==> config.mk <==
export PLATFORM = sky130hd
export DESIGN_NAME = md5_digest_engine
export DESIGN_NICKNAME = d
export VERILOG_FILES = /design/src/rtl/core/md5_pkg.sv /design/src/rtl/core/md5_seq.sv /design/src/rtl/core/md5_digest_engine.sv
export SDC_FILE = /design/constraint.sdc
export NUM_CORES = 2
export LEC_CHECK = 0
export BUFFER_PORTS_ARGS = -buffer_cell sky130_fd_sc_hd__buf_4
export CAP_MARGIN = 0
export CELL_PAD_IN_SITES_DETAIL_PLACEMENT = 0
export CELL_PAD_IN_SITES_GLOBAL_PLACEMENT = 1
export CORE_MARGIN = 5
export CORE_UTILIZATION = 45
export CTS_CLUSTER_SIZE = 28
export DETAILED_ROUTE_END_ITERATION = 16
export HOLD_SLACK_MARGIN = 0.1
export PLACE_DENSITY_LB_ADDON = 0.1
export SLEW_MARGIN = 5
export SYNTH_ARGS = -nofsm -noshare
export SYNTH_HDL_FRONTEND = slang
export SYNTH_SLANG_ARGS = --single-unit
==> constraint.sdc <==
create_clock -name clk -period 9.9 [get_ports clk]
set_input_delay 2.475 -clock clk [delete_from_list [all_inputs] [get_ports clk]]
set_output_delay 2.475 -clock clk [all_outputs]
set_load 0.1 [all_outputs]
==> src/rtl/core/md5_pkg.sv <==
// md5_pkg: shared types, constants and tables for the MD5 digest engine.
// Holds the microcode word format and program ROM used by md5_seq and the
// top level datapath. No dependencies.
package md5_pkg;

  localparam int unsigned UPC_W = 5;

  localparam logic [31:0] INIT_A = 32'h67452301;
  localparam logic [31:0] INIT_B = 32'hefcdab89;
  localparam logic [31:0] INIT_C = 32'h98badcfe;
  localparam logic [31:0] INIT_D = 32'h10325476;
  localparam logic [31:0] PAD_BYTE = 32'h00000080;

  localparam logic [3:0] LEN_LO_IDX = 4'd14;
  localparam logic [3:0] LEN_HI_IDX = 4'd15;
  localparam logic [5:0] LAST_ROUND = 6'd63;
  localparam logic [5:0] LAST_POS = 6'd63;
  localparam logic [4:0] LAST_WORD_PTR = 5'd15;

  // micro-op driving the datapath for one step
  typedef enum logic [3:0] {
    OP_NOP,
    OP_IDLE,
    OP_PAD,
    OP_ZFILL,
    OP_LEN,
    OP_CLR,
    OP_INIT,
    OP_RND1,
    OP_RND2,
    OP_ACC,
    OP_EMIT
  } op_t;

  // jump condition evaluated by the sequencer
  typedef enum logic [2:0] {
    COND_ALWAYS,
    COND_FULL,
    COND_PTR_MORE,
    COND_RND_MORE,
    COND_FIN_MODE,
    COND_MID_MODE,
    COND_FIN_PEND
  } cond_t;

  typedef struct packed {
    op_t              op;
    cond_t            cond;
    logic             wait_go;
    logic [UPC_W-1:0] target;
  } uword_t;

  typedef struct packed {
    logic go;
    logic full;
    logic ptr_more;
    logic rnd_more;
    logic fin_mode;
    logic mid_mode;
    logic fin_pend;
  } seq_sts_t;

  // program addresses
  localparam logic [UPC_W-1:0] UPC_IDLE   = 5'd0;
  localparam logic [UPC_W-1:0] UPC_PAD    = 5'd1;
  localparam logic [UPC_W-1:0] UPC_ZFILL1 = 5'd2;
  localparam logic [UPC_W-1:0] UPC_SPLIT  = 5'd3;
  localparam logic [UPC_W-1:0] UPC_LEN    = 5'd4;
  localparam logic [UPC_W-1:0] UPC_CLR    = 5'd5;
  localparam logic [UPC_W-1:0] UPC_ZFILL2 = 5'd6;
  localparam logic [UPC_W-1:0] UPC_TOLEN  = 5'd7;
  localparam logic [UPC_W-1:0] UPC_COMP   = 5'd8;
  localparam logic [UPC_W-1:0] UPC_RND1   = 5'd9;
  localparam logic [UPC_W-1:0] UPC_RND2   = 5'd10;
  localparam logic [UPC_W-1:0] UPC_ACC    = 5'd11;
  localparam logic [UPC_W-1:0] UPC_MIDCHK = 5'd12;
  localparam logic [UPC_W-1:0] UPC_FINCHK = 5'd13;
  localparam logic [UPC_W-1:0] UPC_BACK   = 5'd14;
  localparam logic [UPC_W-1:0] UPC_EMIT   = 5'd16;

  function automatic uword_t ucode(input logic [UPC_W-1:0] pc);
    uword_t w;
    w = '{op: OP_NOP, cond: COND_ALWAYS, wait_go: 1'b0, target: UPC_IDLE};
    case (pc)
      UPC_IDLE:   w = '{op: OP_IDLE,  cond: COND_FULL,     wait_go: 1'b1, target: UPC_COMP};
      UPC_PAD:    w = '{op: OP_PAD,   cond: COND_ALWAYS,   wait_go: 1'b0, target: UPC_ZFILL1};
      UPC_ZFILL1: w = '{op: OP_ZFILL, cond: COND_PTR_MORE, wait_go: 1'b0, target: UPC_ZFILL1};
      UPC_SPLIT:  w = '{op: OP_NOP,   cond: COND_MID_MODE, wait_go: 1'b0, target: UPC_COMP};
      UPC_LEN:    w = '{op: OP_LEN,   cond: COND_ALWAYS,   wait_go: 1'b0, target: UPC_COMP};
      UPC_CLR:    w = '{op: OP_CLR,   cond: COND_ALWAYS,   wait_go: 1'b0, target: UPC_ZFILL2};
      UPC_ZFILL2: w = '{op: OP_ZFILL, cond: COND_PTR_MORE, wait_go: 1'b0, target: UPC_ZFILL2};
      UPC_TOLEN:  w = '{op: OP_NOP,   cond: COND_ALWAYS,   wait_go: 1'b0, target: UPC_LEN};
      UPC_COMP:   w = '{op: OP_INIT,  cond: COND_ALWAYS,   wait_go: 1'b0, target: UPC_RND1};
      UPC_RND1:   w = '{op: OP_RND1,  cond: COND_ALWAYS,   wait_go: 1'b0, target: UPC_RND2};
      UPC_RND2:   w = '{op: OP_RND2,  cond: COND_RND_MORE, wait_go: 1'b0, target: UPC_RND1};
      UPC_ACC:    w = '{op: OP_ACC,   cond: COND_FIN_MODE, wait_go: 1'b0, target: UPC_EMIT};
      UPC_MIDCHK: w = '{op: OP_NOP,   cond: COND_MID_MODE, wait_go: 1'b0, target: UPC_CLR};
      UPC_FINCHK: w = '{op: OP_NOP,   cond: COND_FIN_PEND, wait_go: 1'b0, target: UPC_PAD};
      UPC_BACK:   w = '{op: OP_NOP,   cond: COND_ALWAYS,   wait_go: 1'b0, target: UPC_IDLE};
      UPC_EMIT:   w = '{op: OP_EMIT,  cond: COND_ALWAYS,   wait_go: 1'b1, target: UPC_IDLE};
      default:    w = '{op: OP_NOP,   cond: COND_ALWAYS,   wait_go: 1'b0, target: UPC_IDLE};
    endcase
    return w;
  endfunction

  function automatic logic [31:0] round_const(input logic [5:0] r);
    logic [31:0] k;
    case (r)
      6'd0:  k = 32'hd76aa478; 6'd1:  k = 32'he8c7b756; 6'd2:  k = 32'h242070db;
      6'd3:  k = 32'hc1bdceee; 6'd4:  k = 32'hf57c0faf; 6'd5:  k = 32'h4787c62a;
      6'd6:  k = 32'ha8304613; 6'd7:  k = 32'hfd469501; 6'd8:  k = 32'h698098d8;
      6'd9:  k = 32'h8b44f7af; 6'd10: k = 32'hffff5bb1; 6'd11: k = 32'h895cd7be;
      6'd12: k = 32'h6b901122; 6'd13: k = 32'hfd987193; 6'd14: k = 32'ha679438e;
      6'd15: k = 32'h49b40821; 6'd16: k = 32'hf61e2562; 6'd17: k = 32'hc040b340;
      6'd18: k = 32'h265e5a51; 6'd19: k = 32'he9b6c7aa; 6'd20: k = 32'hd62f105d;
      6'd21: k = 32'h02441453; 6'd22: k = 32'hd8a1e681; 6'd23: k = 32'he7d3fbc8;
      6'd24: k = 32'h21e1cde6; 6'd25: k = 32'hc33707d6; 6'd26: k = 32'hf4d50d87;
      6'd27: k = 32'h455a14ed; 6'd28: k = 32'ha9e3e905; 6'd29: k = 32'hfcefa3f8;
      6'd30: k = 32'h676f02d9; 6'd31: k = 32'h8d2a4c8a; 6'd32: k = 32'hfffa3942;
      6'd33: k = 32'h8771f681; 6'd34: k = 32'h6d9d6122; 6'd35: k = 32'hfde5380c;
      6'd36: k = 32'ha4beea44; 6'd37: k = 32'h4bdecfa9; 6'd38: k = 32'hf6bb4b60;
      6'd39: k = 32'hbebfbc70; 6'd40: k = 32'h289b7ec6; 6'd41: k = 32'heaa127fa;
      6'd42: k = 32'hd4ef3085; 6'd43: k = 32'h04881d05; 6'd44: k = 32'hd9d4d039;
      6'd45: k = 32'he6db99e5; 6'd46: k = 32'h1fa27cf8; 6'd47: k = 32'hc4ac5665;
      6'd48: k = 32'hf4292244; 6'd49: k = 32'h432aff97; 6'd50: k = 32'hab9423a7;
      6'd51: k = 32'hfc93a039; 6'd52: k = 32'h655b59c3; 6'd53: k = 32'h8f0ccc92;
      6'd54: k = 32'hffeff47d; 6'd55: k = 32'h85845dd1; 6'd56: k = 32'h6fa87e4f;
      6'd57: k = 32'hfe2ce6e0; 6'd58: k = 32'ha3014314; 6'd59: k = 32'h4e0811a1;
      6'd60: k = 32'hf7537e82; 6'd61: k = 32'hbd3af235; 6'd62: k = 32'h2ad7d2bb;
      default: k = 32'heb86d391;
    endcase
    return k;
  endfunction

  function automatic logic [4:0] shift_amt(input logic [5:0] r);
    logic [4:0] s;
    case ({r[5:4], r[1:0]})
      4'h0: s = 5'd7;  4'h1: s = 5'd12; 4'h2: s = 5'd17; 4'h3: s = 5'd22;
      4'h4: s = 5'd5;  4'h5: s = 5'd9;  4'h6: s = 5'd14; 4'h7: s = 5'd20;
      4'h8: s = 5'd4;  4'h9: s = 5'd11; 4'ha: s = 5'd16; 4'hb: s = 5'd23;
      4'hc: s = 5'd6;  4'hd: s = 5'd10; 4'he: s = 5'd15; default: s = 5'd21;
    endcase
    return s;
  endfunction

  // message word used by round r, all arithmetic mod 16
  function automatic logic [3:0] word_index(input logic [5:0] r);
    logic [3:0] x;
    logic [3:0] g;
    x = r[3:0];
    case (r[5:4])
      2'd0:    g = x;
      2'd1:    g = (x << 2) + x + 4'd1;
      2'd2:    g = (x << 1) + x + 4'd5;
      default: g = (x << 3) - x;
    endcase
    return g;
  endfunction

endpackage

==> src/rtl/core/md5_seq.sv <==
// md5_seq: microcode sequencer for the MD5 engine: step counter, program
// ROM and conditional jumps. Uses md5_pkg for the word format and ROM.
module md5_seq (
  input  logic             clk,
  input  logic             rst_n,
  input  md5_pkg::seq_sts_t sts_i,
  output md5_pkg::uword_t  uw_o
);

  logic [md5_pkg::UPC_W-1:0] pc_r;
  logic [md5_pkg::UPC_W-1:0] pc_nxt;
  md5_pkg::uword_t           uw;
  logic                      hit;

  assign uw   = md5_pkg::ucode(pc_r);
  assign uw_o = uw;

  always_comb begin
    unique case (uw.cond)
      md5_pkg::COND_ALWAYS:   hit = 1'b1;
      md5_pkg::COND_FULL:     hit = sts_i.full;
      md5_pkg::COND_PTR_MORE: hit = sts_i.ptr_more;
      md5_pkg::COND_RND_MORE: hit = sts_i.rnd_more;
      md5_pkg::COND_FIN_MODE: hit = sts_i.fin_mode;
      md5_pkg::COND_MID_MODE: hit = sts_i.mid_mode;
      md5_pkg::COND_FIN_PEND: hit = sts_i.fin_pend;
      default:                hit = 1'b0;
    endcase
  end

  always_comb begin
    if (uw.wait_go && !sts_i.go) begin
      pc_nxt = pc_r;
    end else if (hit) begin
      pc_nxt = uw.target;
    end else begin
      pc_nxt = pc_r + 1'b1;
    end
  end

  always_ff @(posedge clk) begin
    if (!rst_n) begin
      pc_r <= md5_pkg::UPC_IDLE;
    end else begin
      pc_r <= pc_nxt;
    end
  end

endmodule

==> src/rtl/core/md5_digest_engine.sv <==
// md5_digest_engine: top level of the MD5 engine; byte gathering, padding,
// round datapath and digest output. Uses md5_pkg and md5_seq.
//
// Usage: the message arrives one byte per input transaction (in_data_byte
// valid when in_has_byte is set). in_last closes the message; the 0x80 byte,
// zero fill and 64-bit bit length are added and the digest is returned as
// one output transaction of four chaining words (out_digest_a..d). A
// transaction with in_last set and in_has_byte clear closes the message
// without a byte, so the empty message works.
// A byte that does not fill a block is taken without a stall. A
// byte that fills the 64-byte block stalls the input for the compression:
// 64 rounds, each as an RND1 and an RND2 step of the single round datapath,
// plus 5 control steps. Closing the message adds the pad step, the zero
// fill, one or two compressions and the digest load before out_valid.
// The digest sits in an output register; while the receiver stalls it holds,
// and the engine keeps taking bytes until the next digest is ready. That
// digest then waits in the emit step with the input stalled.
// Reset (rst_n low, synchronous) restores the initial chaining words, clears
// the byte count and drops out_valid.
module md5_digest_engine (
  input  logic        clk,
  input  logic        rst_n,
  input  logic        in_valid,
  output logic        in_stall,
  input  logic [7:0]  in_data_byte,
  input  logic        in_has_byte,
  input  logic        in_last,
  output logic        out_valid,
  input  logic        out_stall,
  output logic [31:0] out_digest_a,
  output logic [31:0] out_digest_b,
  output logic [31:0] out_digest_c,
  output logic [31:0] out_digest_d
);

  typedef enum logic [1:0] {
    MODE_DATA,
    MODE_MID,
    MODE_FIN
  } mode_t;

  md5_pkg::uword_t   uw;
  md5_pkg::seq_sts_t sts;

  logic [31:0] blk_r [16];
  logic [31:0] ch_r  [4];
  logic [31:0] ch_nxt[4];
  logic [31:0] a_r, b_r, c_r, d_r;
  logic [31:0] a_nxt, b_nxt, c_nxt, d_nxt;
  logic [31:0] tmp_r, tmp_nxt;
  logic [5:0]  rnd_r, rnd_nxt;
  logic [4:0]  ptr_r, ptr_nxt;
  logic [60:0] cnt_r, cnt_nxt;
  mode_t       mode_r, mode_nxt;
  logic        fin_pend_r, fin_pend_nxt;
  logic        out_valid_r, out_valid_nxt;
  logic [31:0] dig_a_r, dig_b_r, dig_c_r, dig_d_r;
  logic [31:0] dig_a_nxt, dig_b_nxt, dig_c_nxt, dig_d_nxt;

  logic        in_acc;
  logic        out_free;
  logic [5:0]  pos;
  logic [4:0]  lane_sh;
  logic [31:0] byte_word;
  logic [31:0] keep_mask;
  logic [31:0] pad_word;
  logic [63:0] bit_len;
  logic [31:0] m_word;
  logic [31:0] f_val;
  logic [31:0] rot_in;
  logic [63:0] rot_wide;
  logic [31:0] new_b;

  md5_seq u_seq (
    .clk   (clk),
    .rst_n (rst_n),
    .sts_i (sts),
    .uw_o  (uw)
  );

  assign in_stall  = (uw.op != md5_pkg::OP_IDLE);
  assign in_acc    = in_valid && !in_stall;
  assign out_free  = !out_valid_r || !out_stall;
  assign out_valid = out_valid_r;
  assign out_digest_a = dig_a_r;
  assign out_digest_b = dig_b_r;
  assign out_digest_c = dig_c_r;
  assign out_digest_d = dig_d_r;

  assign pos     = cnt_r[5:0];
  assign lane_sh = {pos[1:0], 3'b000};
  assign bit_len = {cnt_r, 3'b000};

  // byte lane insert for the incoming data byte
  assign byte_word = (blk_r[pos[5:2]] & ~(32'h000000ff << lane_sh))
                   | ({24'b0, in_data_byte} << lane_sh);

  always_comb begin
    case (pos[1:0])
      2'd0:    keep_mask = 32'h00000000;
      2'd1:    keep_mask = 32'h000000ff;
      2'd2:    keep_mask = 32'h0000ffff;
      default: keep_mask = 32'h00ffffff;
    endcase
  end

  assign pad_word = (blk_r[pos[5:2]] & keep_mask) | (md5_pkg::PAD_BYTE << lane_sh);

  assign m_word = blk_r[md5_pkg::word_index(rnd_r)];

  always_comb begin
    case (rnd_r[5:4])
      2'd0:    f_val = (b_r & c_r) | (~b_r & d_r);
      2'd1:    f_val = (b_r & d_r) | (c_r & ~d_r);
      2'd2:    f_val = b_r ^ c_r ^ d_r;
      default: f_val = c_r ^ (b_r | ~d_r);
    endcase
  end

  assign rot_in   = tmp_r + f_val;
  assign rot_wide = {rot_in, rot_in} << md5_pkg::shift_amt(rnd_r);
  assign new_b    = b_r + rot_wide[63:32];

  always_comb begin
    sts.go       = (uw.op == md5_pkg::OP_IDLE)
                 ? (in_acc && ((in_has_byte && pos == md5_pkg::LAST_POS) || in_last))
                 : out_free;
    sts.full     = in_has_byte && (pos == md5_pkg::LAST_POS);
    sts.ptr_more = ptr_r < md5_pkg::LAST_WORD_PTR;
    sts.rnd_more = rnd_r != md5_pkg::LAST_ROUND;
    sts.fin_mode = (mode_r == MODE_FIN);
    sts.mid_mode = (mode_r == MODE_MID);
    sts.fin_pend = fin_pend_r;
  end

  always_comb begin
    ch_nxt       = ch_r;
    a_nxt        = a_r;
    b_nxt        = b_r;
    c_nxt        = c_r;
    d_nxt        = d_r;
    tmp_nxt      = tmp_r;
    rnd_nxt      = rnd_r;
    ptr_nxt      = ptr_r;
    cnt_nxt      = cnt_r;
    mode_nxt     = mode_r;
    fin_pend_nxt = fin_pend_r;
    dig_a_nxt    = dig_a_r;
    dig_b_nxt    = dig_b_r;
    dig_c_nxt    = dig_c_r;
    dig_d_nxt    = dig_d_r;
    out_valid_nxt = out_valid_r && out_stall;
    unique case (uw.op)
      md5_pkg::OP_IDLE: begin
        if (in_acc) begin
          if (in_has_byte) begin
            cnt_nxt = cnt_r + 61'd1;
          end
          fin_pend_nxt = in_last;
        end
      end
      md5_pkg::OP_PAD: begin
        ptr_nxt  = {1'b0, pos[5:2]} + 5'd1;
        // no room for the length in this block: it goes in a second one
        mode_nxt = (pos[5:3] == 3'b111) ? MODE_MID : MODE_FIN;
      end
      md5_pkg::OP_ZFILL: begin
        ptr_nxt = ptr_r + 5'd1;
      end
      md5_pkg::OP_CLR: begin
        ptr_nxt  = '0;
        mode_nxt = MODE_FIN;
      end
      md5_pkg::OP_INIT: begin
        a_nxt   = ch_r[0];
        b_nxt   = ch_r[1];
        c_nxt   = ch_r[2];
        d_nxt   = ch_r[3];
        rnd_nxt = '0;
      end
      md5_pkg::OP_RND1: begin
        tmp_nxt = a_r + md5_pkg::round_const(rnd_r) + m_word;
      end
      md5_pkg::OP_RND2: begin
        a_nxt   = d_r;
        d_nxt   = c_r;
        c_nxt   = b_r;
        b_nxt   = new_b;
        rnd_nxt = rnd_r + 6'd1;
      end
      md5_pkg::OP_ACC: begin
        ch_nxt[0] = ch_r[0] + a_r;
        ch_nxt[1] = ch_r[1] + b_r;
        ch_nxt[2] = ch_r[2] + c_r;
        ch_nxt[3] = ch_r[3] + d_r;
      end
      md5_pkg::OP_EMIT: begin
        if (out_free) begin
          dig_a_nxt     = ch_r[0];
          dig_b_nxt     = ch_r[1];
          dig_c_nxt     = ch_r[2];
          dig_d_nxt     = ch_r[3];
          out_valid_nxt = 1'b1;
          ch_nxt[0]     = md5_pkg::INIT_A;
          ch_nxt[1]     = md5_pkg::INIT_B;
          ch_nxt[2]     = md5_pkg::INIT_C;
          ch_nxt[3]     = md5_pkg::INIT_D;
          cnt_nxt       = '0;
          mode_nxt      = MODE_DATA;
          fin_pend_nxt  = 1'b0;
        end
      end
      default: begin
      end
    endcase
  end

  always_ff @(posedge clk) begin
    if (!rst_n) begin
      ch_r[0]     <= md5_pkg::INIT_A;
      ch_r[1]     <= md5_pkg::INIT_B;
      ch_r[2]     <= md5_pkg::INIT_C;
      ch_r[3]     <= md5_pkg::INIT_D;
      cnt_r       <= '0;
      mode_r      <= MODE_DATA;
      fin_pend_r  <= 1'b0;
      out_valid_r <= 1'b0;
      ptr_r       <= '0;
      rnd_r       <= '0;
    end else begin
      ch_r        <= ch_nxt;
      cnt_r       <= cnt_nxt;
      mode_r      <= mode_nxt;
      fin_pend_r  <= fin_pend_nxt;
      out_valid_r <= out_valid_nxt;
      ptr_r       <= ptr_nxt;
      rnd_r       <= rnd_nxt;
    end
    a_r     <= a_nxt;
    b_r     <= b_nxt;
    c_r     <= c_nxt;
    d_r     <= d_nxt;
    tmp_r   <= tmp_nxt;
    dig_a_r <= dig_a_nxt;
    dig_b_r <= dig_b_nxt;
    dig_c_r <= dig_c_nxt;
    dig_d_r <= dig_d_nxt;
  end

  // message block register file, one write per step, two in the length step
  always_ff @(posedge clk) begin
    case (uw.op)
      md5_pkg::OP_IDLE: begin
        if (in_acc && in_has_byte) begin
          blk_r[pos[5:2]] <= byte_word;
        end
      end
      md5_pkg::OP_PAD: begin
        blk_r[pos[5:2]] <= pad_word;
      end
      md5_pkg::OP_ZFILL: begin
        if (!ptr_r[4]) begin
          blk_r[ptr_r[3:0]] <= '0;
        end
      end
      md5_pkg::OP_LEN: begin
        blk_r[md5_pkg::LEN_LO_IDX] <= bit_len[31:0];
        blk_r[md5_pkg::LEN_HI_IDX] <= bit_len[63:32];
      end
      default: begin
      end
    endcase
  end

  // a pending close is only held while the program runs
  assert property (@(posedge clk) disable iff (!rst_n)
    fin_pend_r |-> (uw.op != md5_pkg::OP_IDLE))
    else $error("close pending while idle");

  assert property (@(posedge clk) disable iff (!rst_n)
    (uw.op == md5_pkg::OP_EMIT && out_free) |=>
      (out_valid && cnt_r == '0 && ch_r[0] == md5_pkg::INIT_A && mode_r == MODE_DATA))
    else $error("digest load did not restart the chain");

  assert property (@(posedge clk) disable iff (!rst_n)
    (uw.op == md5_pkg::OP_RND2 && rnd_r == md5_pkg::LAST_ROUND) |=>
      (uw.op == md5_pkg::OP_ACC))
    else $error("round loop did not end after the last round");

  assert property (@(posedge clk) disable iff (!rst_n)
    (uw.op == md5_pkg::OP_ZFILL) |-> (ptr_r <= 5'd16))
    else $error("zero fill pointer out of range");

endmodule

# Word-level counts from Yosys, hierarchy flattened
# Memory sizes are Yosys's and may differ from the RTL's. A register that Yosys moved wholly into a read port is not among the register bits.
# Cells that the tools add are included.
totals:
  regBits: 497
  mem_count: 4
  input_bits: 14
  mem_bits_ro: 2544
  mem_bits_rw: 512
  output_inout_bits: 130
  elab_cells: 173
memory_table:
  columns: ["memory", "words", "width", "read_ports", "rd_ports_with_merged_regs", "write_ports", "line_no", "rtl"]
  rows:
  - ["(no name shown)", 64, 32, 1, 1, 0, "md5_pkg.sv:108", "case (r)"]
  - ["blk_r", 16, 32, 2, 1, 2, "md5_digest_engine.sv:45", "logic [31:0] blk_r [16];"]
  - ["(no name shown)", 32, 13, 1, 1, 0, "md5_pkg.sv:84", "case (pc)"]
  - ["(no name shown)", 16, 5, 1, 1, 0, "md5_pkg.sv:137", "case ({r[5:4], r[1:0]})"]
op_classes:
  n_shift: 4
  n_eq_ne: 29
  order_cmp: 1
  add_sub_neg: 18
  muxes: 52
  n_reduce_logical: 27
  n_bitwise: 18
op_table:
  columns: ["op", "count"]
  rows:
  - ["$add 32x32->32", 8]
  - ["$pmux 128 s2", 1]
  - ["$pmux 32 s2", 4]
  - ["$and 32x32->32", 6]
  - ["$mux 61", 3]
  - ["$or 32x32->32", 5]
  - ["$mux 128", 1]
  - ["$mux 32", 4]
  - ["$pmux 61 s2", 1]
  - ["$not 32->32", 3]
  - ["$pmux 32 s3", 1]
  - ["$xor 32x32->32", 3]
  - ["$pmux 24 s3", 1]
  - ["$reduce_or 32->1", 2]
  - ["$shl 64x5->64", 1]
  - ["$shl 8x5->32 const A", 2]
  - ["$add 61x1->61 const B", 1]
  - ["$shl 8x5->32", 1]
  - ["$mux 4", 6]
  - ["$mux 1", 17]
  - ["$eq 4x3->1 const B", 4]
  - ["$mux 5", 3]
  - ["$pmux 5 s3", 1]
  - ["$eq 3x3->1 const B", 4]
  - ["other kinds (37)", 66]

# Depth between registers and ports, before layout
logic_depth:
  depth_word: 10
  ltp_mapped: 37
  depth_no_buf: 33

# By module
# From an unflattened synthesis, not the netlist that was laid out.
unflattened:
  hier_cells: 5881
  area_unflattened_um2: 63489.6
by_module_without_submodules:
  columns: ["mod", "seq_area_each_um2", "area_per_inst_um2", "cells_per_inst", "instances"]
  rows:
  - ["md5_digest_engine", 28897.7, 62413.6, 5761, 1]
  - ["md5_seq", 360.3, 1076.0, 120, 1]

# Least setup slack after synthesis
# Ideal clock, no wire load.
synth_path:
  path_type: "register to register"
  startpoint: "register rnd_r[4]"
  endpoint: "register b_r[31] (data pin)"
  path_buffers: 5
  t_required_ns: 9.637
  setup_time_ns: 0.263
  slack_ns: 2.291
  synth_period_minus_slack_ns: 7.609
  arrival_ns: 7.346
  stages_incl_launch_ff: 32
  path_cell_list: "dfxtp_1 > buf_4 > clkbuf_1 > clkbuf_1 > clkbuf_1 > clkbuf_1 > a21oi_1 > a21oi_1 > a31oi_1 > ha_1 > fa_1 > and3_1 > or2_2 > a31oi_1 > o21ai_0 > xnor2_1 > mux4_2 > mux4_2 > mux2_2 > ha_1 > a21oi_1 > nor2_1 > a211oi_1 > o2111ai_1 > a41o_1 > a31o_2 > o311a_1 > o21a_1 > o21ai_0 > a21oi_1 > xnor2_1 > o21ai_1"
synth_via:
  elab_chain_cells: 6
  elab_cells_between_ends: 8
  cone_classes: "add/sub (2); eq/ne (2); shift (1); mux (2); reduce/logical (1)"
synth_rtl:
  columns: ["item", "line_no", "rtl"]
  rows:
  - ["from (decl)", "md5_digest_engine.sv:51", "logic [5:0] rnd_r, rnd_nxt;"]
  - ["from (signal assigned)", "md5_digest_engine.sv:237", "rnd_r <= rnd_nxt;"]
  - ["$eq 2x2->1 (tied with other cells)", "md5_digest_engine.sv:112", "case (rnd_r[5:4])"]
  - ["$pmux 32 s3 (*)", "md5_digest_engine.sv:112", null]
  - ["$add 32x32->32 (*)", "md5_digest_engine.sv:120", "assign rot_in = tmp_r + f_val;"]
  - ["$shl 64x5->64 (*)", "md5_digest_engine.sv:121", "assign rot_wide = {rot_in, rot_in} << md5_pkg::shift_amt(rnd_r);"]
  - ["$add 32x32->32 (*)", "md5_digest_engine.sv:122", "assign new_b = b_r + rot_wide[63:32];"]
  - ["$pmux 32 s2 (*)", "md5_digest_engine.sv:153", "unique case (uw.op)"]
  - ["via b_nxt[31]", "md5_digest_engine.sv:49", "logic [31:0] a_nxt, b_nxt, c_nxt, d_nxt;"]
  - ["to (signal assigned)", "md5_digest_engine.sv:240", "b_r <= b_nxt;"]
  - ["to (decl)", "md5_digest_engine.sv:48", "logic [31:0] a_r, b_r, c_r, d_r;"]
# Mark *: on every way through the listed nets, which the timed path passes. The rest lies on a longest branch.
# A chain may end at the register's enable or synchronous reset.

# Final worst setup path
layout_path:
  startpoint: "register rnd_r[4]"
  endpoint: "register b_r[30] (data pin)"
# Same word-level chain as after synthesis.

==> results.json <==
{
  "status": "completed",
  "post-cts-setup-buffers": 0,
  "syn_area_mm2": 0.0637,
  "num-fill-cells": 12845,
  "tns_ns": 0,
  "end_kind": "register",
  "ir_worst_vdd_v": 0.000183,
  "finalClockSkew_ns": 0.102,
  "postRouteAntennaNets": 0,
  "drt_iter0_markers": 4504,
  "drc": 0,
  "r2r.worst_path.cells": 33,
  "path_clk_slew_ns": 0.06,
  "r2r_start": "rnd_r[4]",
  "fp-row-count": 138,
  "internal-power_mw": 10.5,
  "synth_ff_type": "edfxtp_1",
  "synthCells": 5997,
  "rsz0062_at_grt": "no",
  "syn_to_final_growth_pct": 11.5,
  "r2r_end": "b_r[30]",
  "avgSynthCellArea_um2": 10.6,
  "dp_hpwl_um": 147000,
  "clock.fmax_ghz": 0.114,
  "start_kind": "register",
  "synth_edf_count": 797,
  "drv.max_cap_violation_count": 0,
  "slowest_delay_ns": 0.86,
  "vias": 49050,
  "vias_per_cell": 6.11,
  "die_h_um": 386,
  "insertion_delay_ns": 0.80,
  "cts_resized": 0,
  "io_pins": 144,
  "ys_ff_latch": 1063,
  "p_sw_share_pct": 36.2,
  "die-area_mm2": 0.149,
  "seq_power_share_pct": 36.2,
  "numPortBuffers": 143,
  "drv_slew": 0,
  "initial_utilization_pct": 45.1,
  "slew_headroom_pct": 6.82,
  "drt_wl_total_um": 212000,
  "hold_violations": 0,
  "cp_slowest_cell": "dfxtp_4",
  "powerDensity_mw_per_mm2": 232,
  "syn-num-nets": 6309,
  "setup_violations": 0,
  "hold_buffers": 0,
  "async_flop_share_pct": 0,
  "min_delay_path_depth": 0,
  "multi_input_area_mm2": 0.0325,
  "hp-start": "ch_r[4]",
  "cts_tree": "done",
  "worstPathRequired_ns": 10.34,
  "reg2reg_slack_ns": 1.14,
  "cp_common_cell": "o21ai_0",
  "globalplace.congestion": 0.918,
  "seqCellArea_mm2": 0.0293,
  "h-tree-depth": 3,
  "min_to": "out_digest_d[4]",
  "criticalPathCategory": "reg -> reg",
  "switchingPower_mw": 5.97,
  "grt_use_total_pct": 28.1,
  "clock_path_buffers": 3,
  "power.share.clock_pct": 28.2,
  "cts_buffers": 118,
  "grt_overflow": 0,
  "fin_crit_sh_pct": 88.5,
  "cts_root_buf": "clkbuf_16",
  "coreArea_mm2": 0.141,
  "yosys_warnings": 0,
  "power_mw": 16.5,
  "fin_crit_ns": 8.76,
  "ys_types": 114,
  "worst_slew_pin_slew_ns": 1.39,
  "route.detailed.wl_per_inst_um": 26.4,
  "drtPass1Iterations": 6,
  "grt_first_pass_wirelength_um": 314000,
  "grt_max_degree": 121,
  "yosysSeqAreaShare_pct": 45.9,
  "grt_pass1_vias": 47146,
  "final_nets": 6337,
  "power_leakage_nw": 26.3,
  "arrival_ns": 9.20,
  "drive_above_1_share_pct": 14.9,
  "worstPathMaxFanout": 80,
  "power.combinational.fraction_pct": 35.6,
  "antenna_found_initial": 9,
  "die_x_um": 386,
  "min_path_type": "reg -> reg",
  "cts_sinks": 1063
}
final cells by class:
| class | count | area share [%] |
|---|---|---|
| tap | 1890 | 3.33 |
| clock buffer | 163 | 4.77 |
| inverter | 223 | 1.20 |
| multi-input combinational | 4374 | 45.7 |
| antenna | 7 | 0.0247 |
| sequential | 1063 | 41.2 |
| clock inverter | 62 | 1.11 |
| timing repair buffer | 245 | 2.64 |
cells by family after synthesis:
| kind of cell | Yosys count | synth area share [%] |
|---|---|---|
| compound gates | 1440 | 14.4 |
| fa+ha+maj | 299 | 6.33 |
| flops | 1063 | 45.9 |
| simple gates | 1909 | 13.2 |
| buf+inv | 560 | 3.43 |
| xor+xnor | 264 | 3.64 |
| mux | 462 | 13.1 |
worst max-delay path, delay by kind of cell, from the launching register on:
kind	cells	cell delay, ns
adders and majority gates	3	1.02
muxes	3	0.68
xor gates and xnor gates	2	0.30
buffers and inverters	1	0.51
and+or+nand+nor	5	0.95
DFF	1	0.86
AOI/OAI and AO/OA	19	4.09
worst max-delay path by stage:
stage                        start       to  slack [ns]
final                     rnd_r[4]  b_r[30]        1.14
after CTS                 rnd_r[4]  b_r[30]        1.15
after floorplan           rnd_r[4]  b_r[31]        2.29
after detailed placement  rnd_r[4]  b_r[30]        1.15
after global placement    rnd_r[4]  b_r[30]        1.28
after global routing      rnd_r[4]  b_r[30]        0.55
per-layer routing:
layer | track usage, % | part of all wire (%) | vias up
li1 | - | - | 22488
met2 | 48.3 | 49 | 1715
met3 | 3.28 | 5.7 | 393
met5 | 0 | 0 | -
met4 | 9.10 | 3.8 | 0
met1 | 37.2 | 41 | 24454
synth_stat cells (51+ instances only):
library cell / instances / area share, %
inv_1: 209 / 1.2
nor3_1: 155 / 1.2
edfxtp_1: 797 / 38
nand3_1: 122 / 0.96
and3_1: 51 / 0.50
nand2_1: 858 / 5.1
a211oi_1: 57 / 0.67
dfxtp_1: 266 / 8.4
xor2_1: 96 / 1.3
xnor2_1: 167 / 2.3
mux2i_1: 107 / 1.7
o21ai_0: 345 / 2.7
a31oi_1: 81 / 0.80
a21o_1: 84 / 0.99
a21oi_1: 413 / 3.2
mux4_2: 288 / 10
mux2_2: 64 / 1.1
nor2_1: 478 / 2.8
ha_1: 259 / 5.1
clkbuf_1: 245 / 1.4
sequential cells by signal, indices dropped and copies added (netlist names), 2 cells and up, named ones only:
register,count
blk_r,512
ch_r,128
cnt_r,61
a_r,32
b_r,32
c_r,32
d_r,32
out_digest_a,32
out_digest_b,32
out_digest_c,32
out_digest_d,32
tmp_r,32
u_seq.uw_o,13
rnd_r,6
ptr_r,5
u_seq.pc_r,5
mode_r,2
through the flow:
stage               hold slack (ns)  util [%]  setup slack [ns]  std cells  cell area, µm²
global placement              0.469      47.4              1.28       7795           66800
finish                        0.460      50.4              1.14       8027           71000
CTS                           0.456      50.3              1.15       8020           71000
detailed placement            0.476      47.4              1.15       7795           66800
global route                  0.483      50.3             0.548       8020           71000
floorplan                     0.437         -              2.29       5997           63700
power by group through the flow:
stage	combinational, mW	sequential [mW]	clock (mW)
floorplan	4.09	6.02	0
global placement	5.77	6.05	0
detailed placement	5.81	6.06	0
CTS	5.84	5.96	4.72
global route	6.44	5.99	4.92
finish	5.86	5.97	4.64
placed cells by master (no fill, tap or decap), types with 106 or more instances in the layout:
cell | netlist | routed
nand2_1 | 858 | 850
edfxtp_1 | 797 | 797
nor2_1 | 478 | 461
a21oi_1 | 413 | 412
o21ai_0 | 345 | 344
mux4_2 | 288 | 288
dfxtp_1 | 266 | 260
ha_1 | 259 | 259
buf_4 | 8 | 242
inv_1 | 209 | 208
xnor2_1 | 167 | 166
nor3_1 | 155 | 154
clkbuf_16 | 0 | 123
nand3_1 | 122 | 122
mux2i_1 | 107 | 106
No activity file was read; power rests on OpenSTA's default activity.
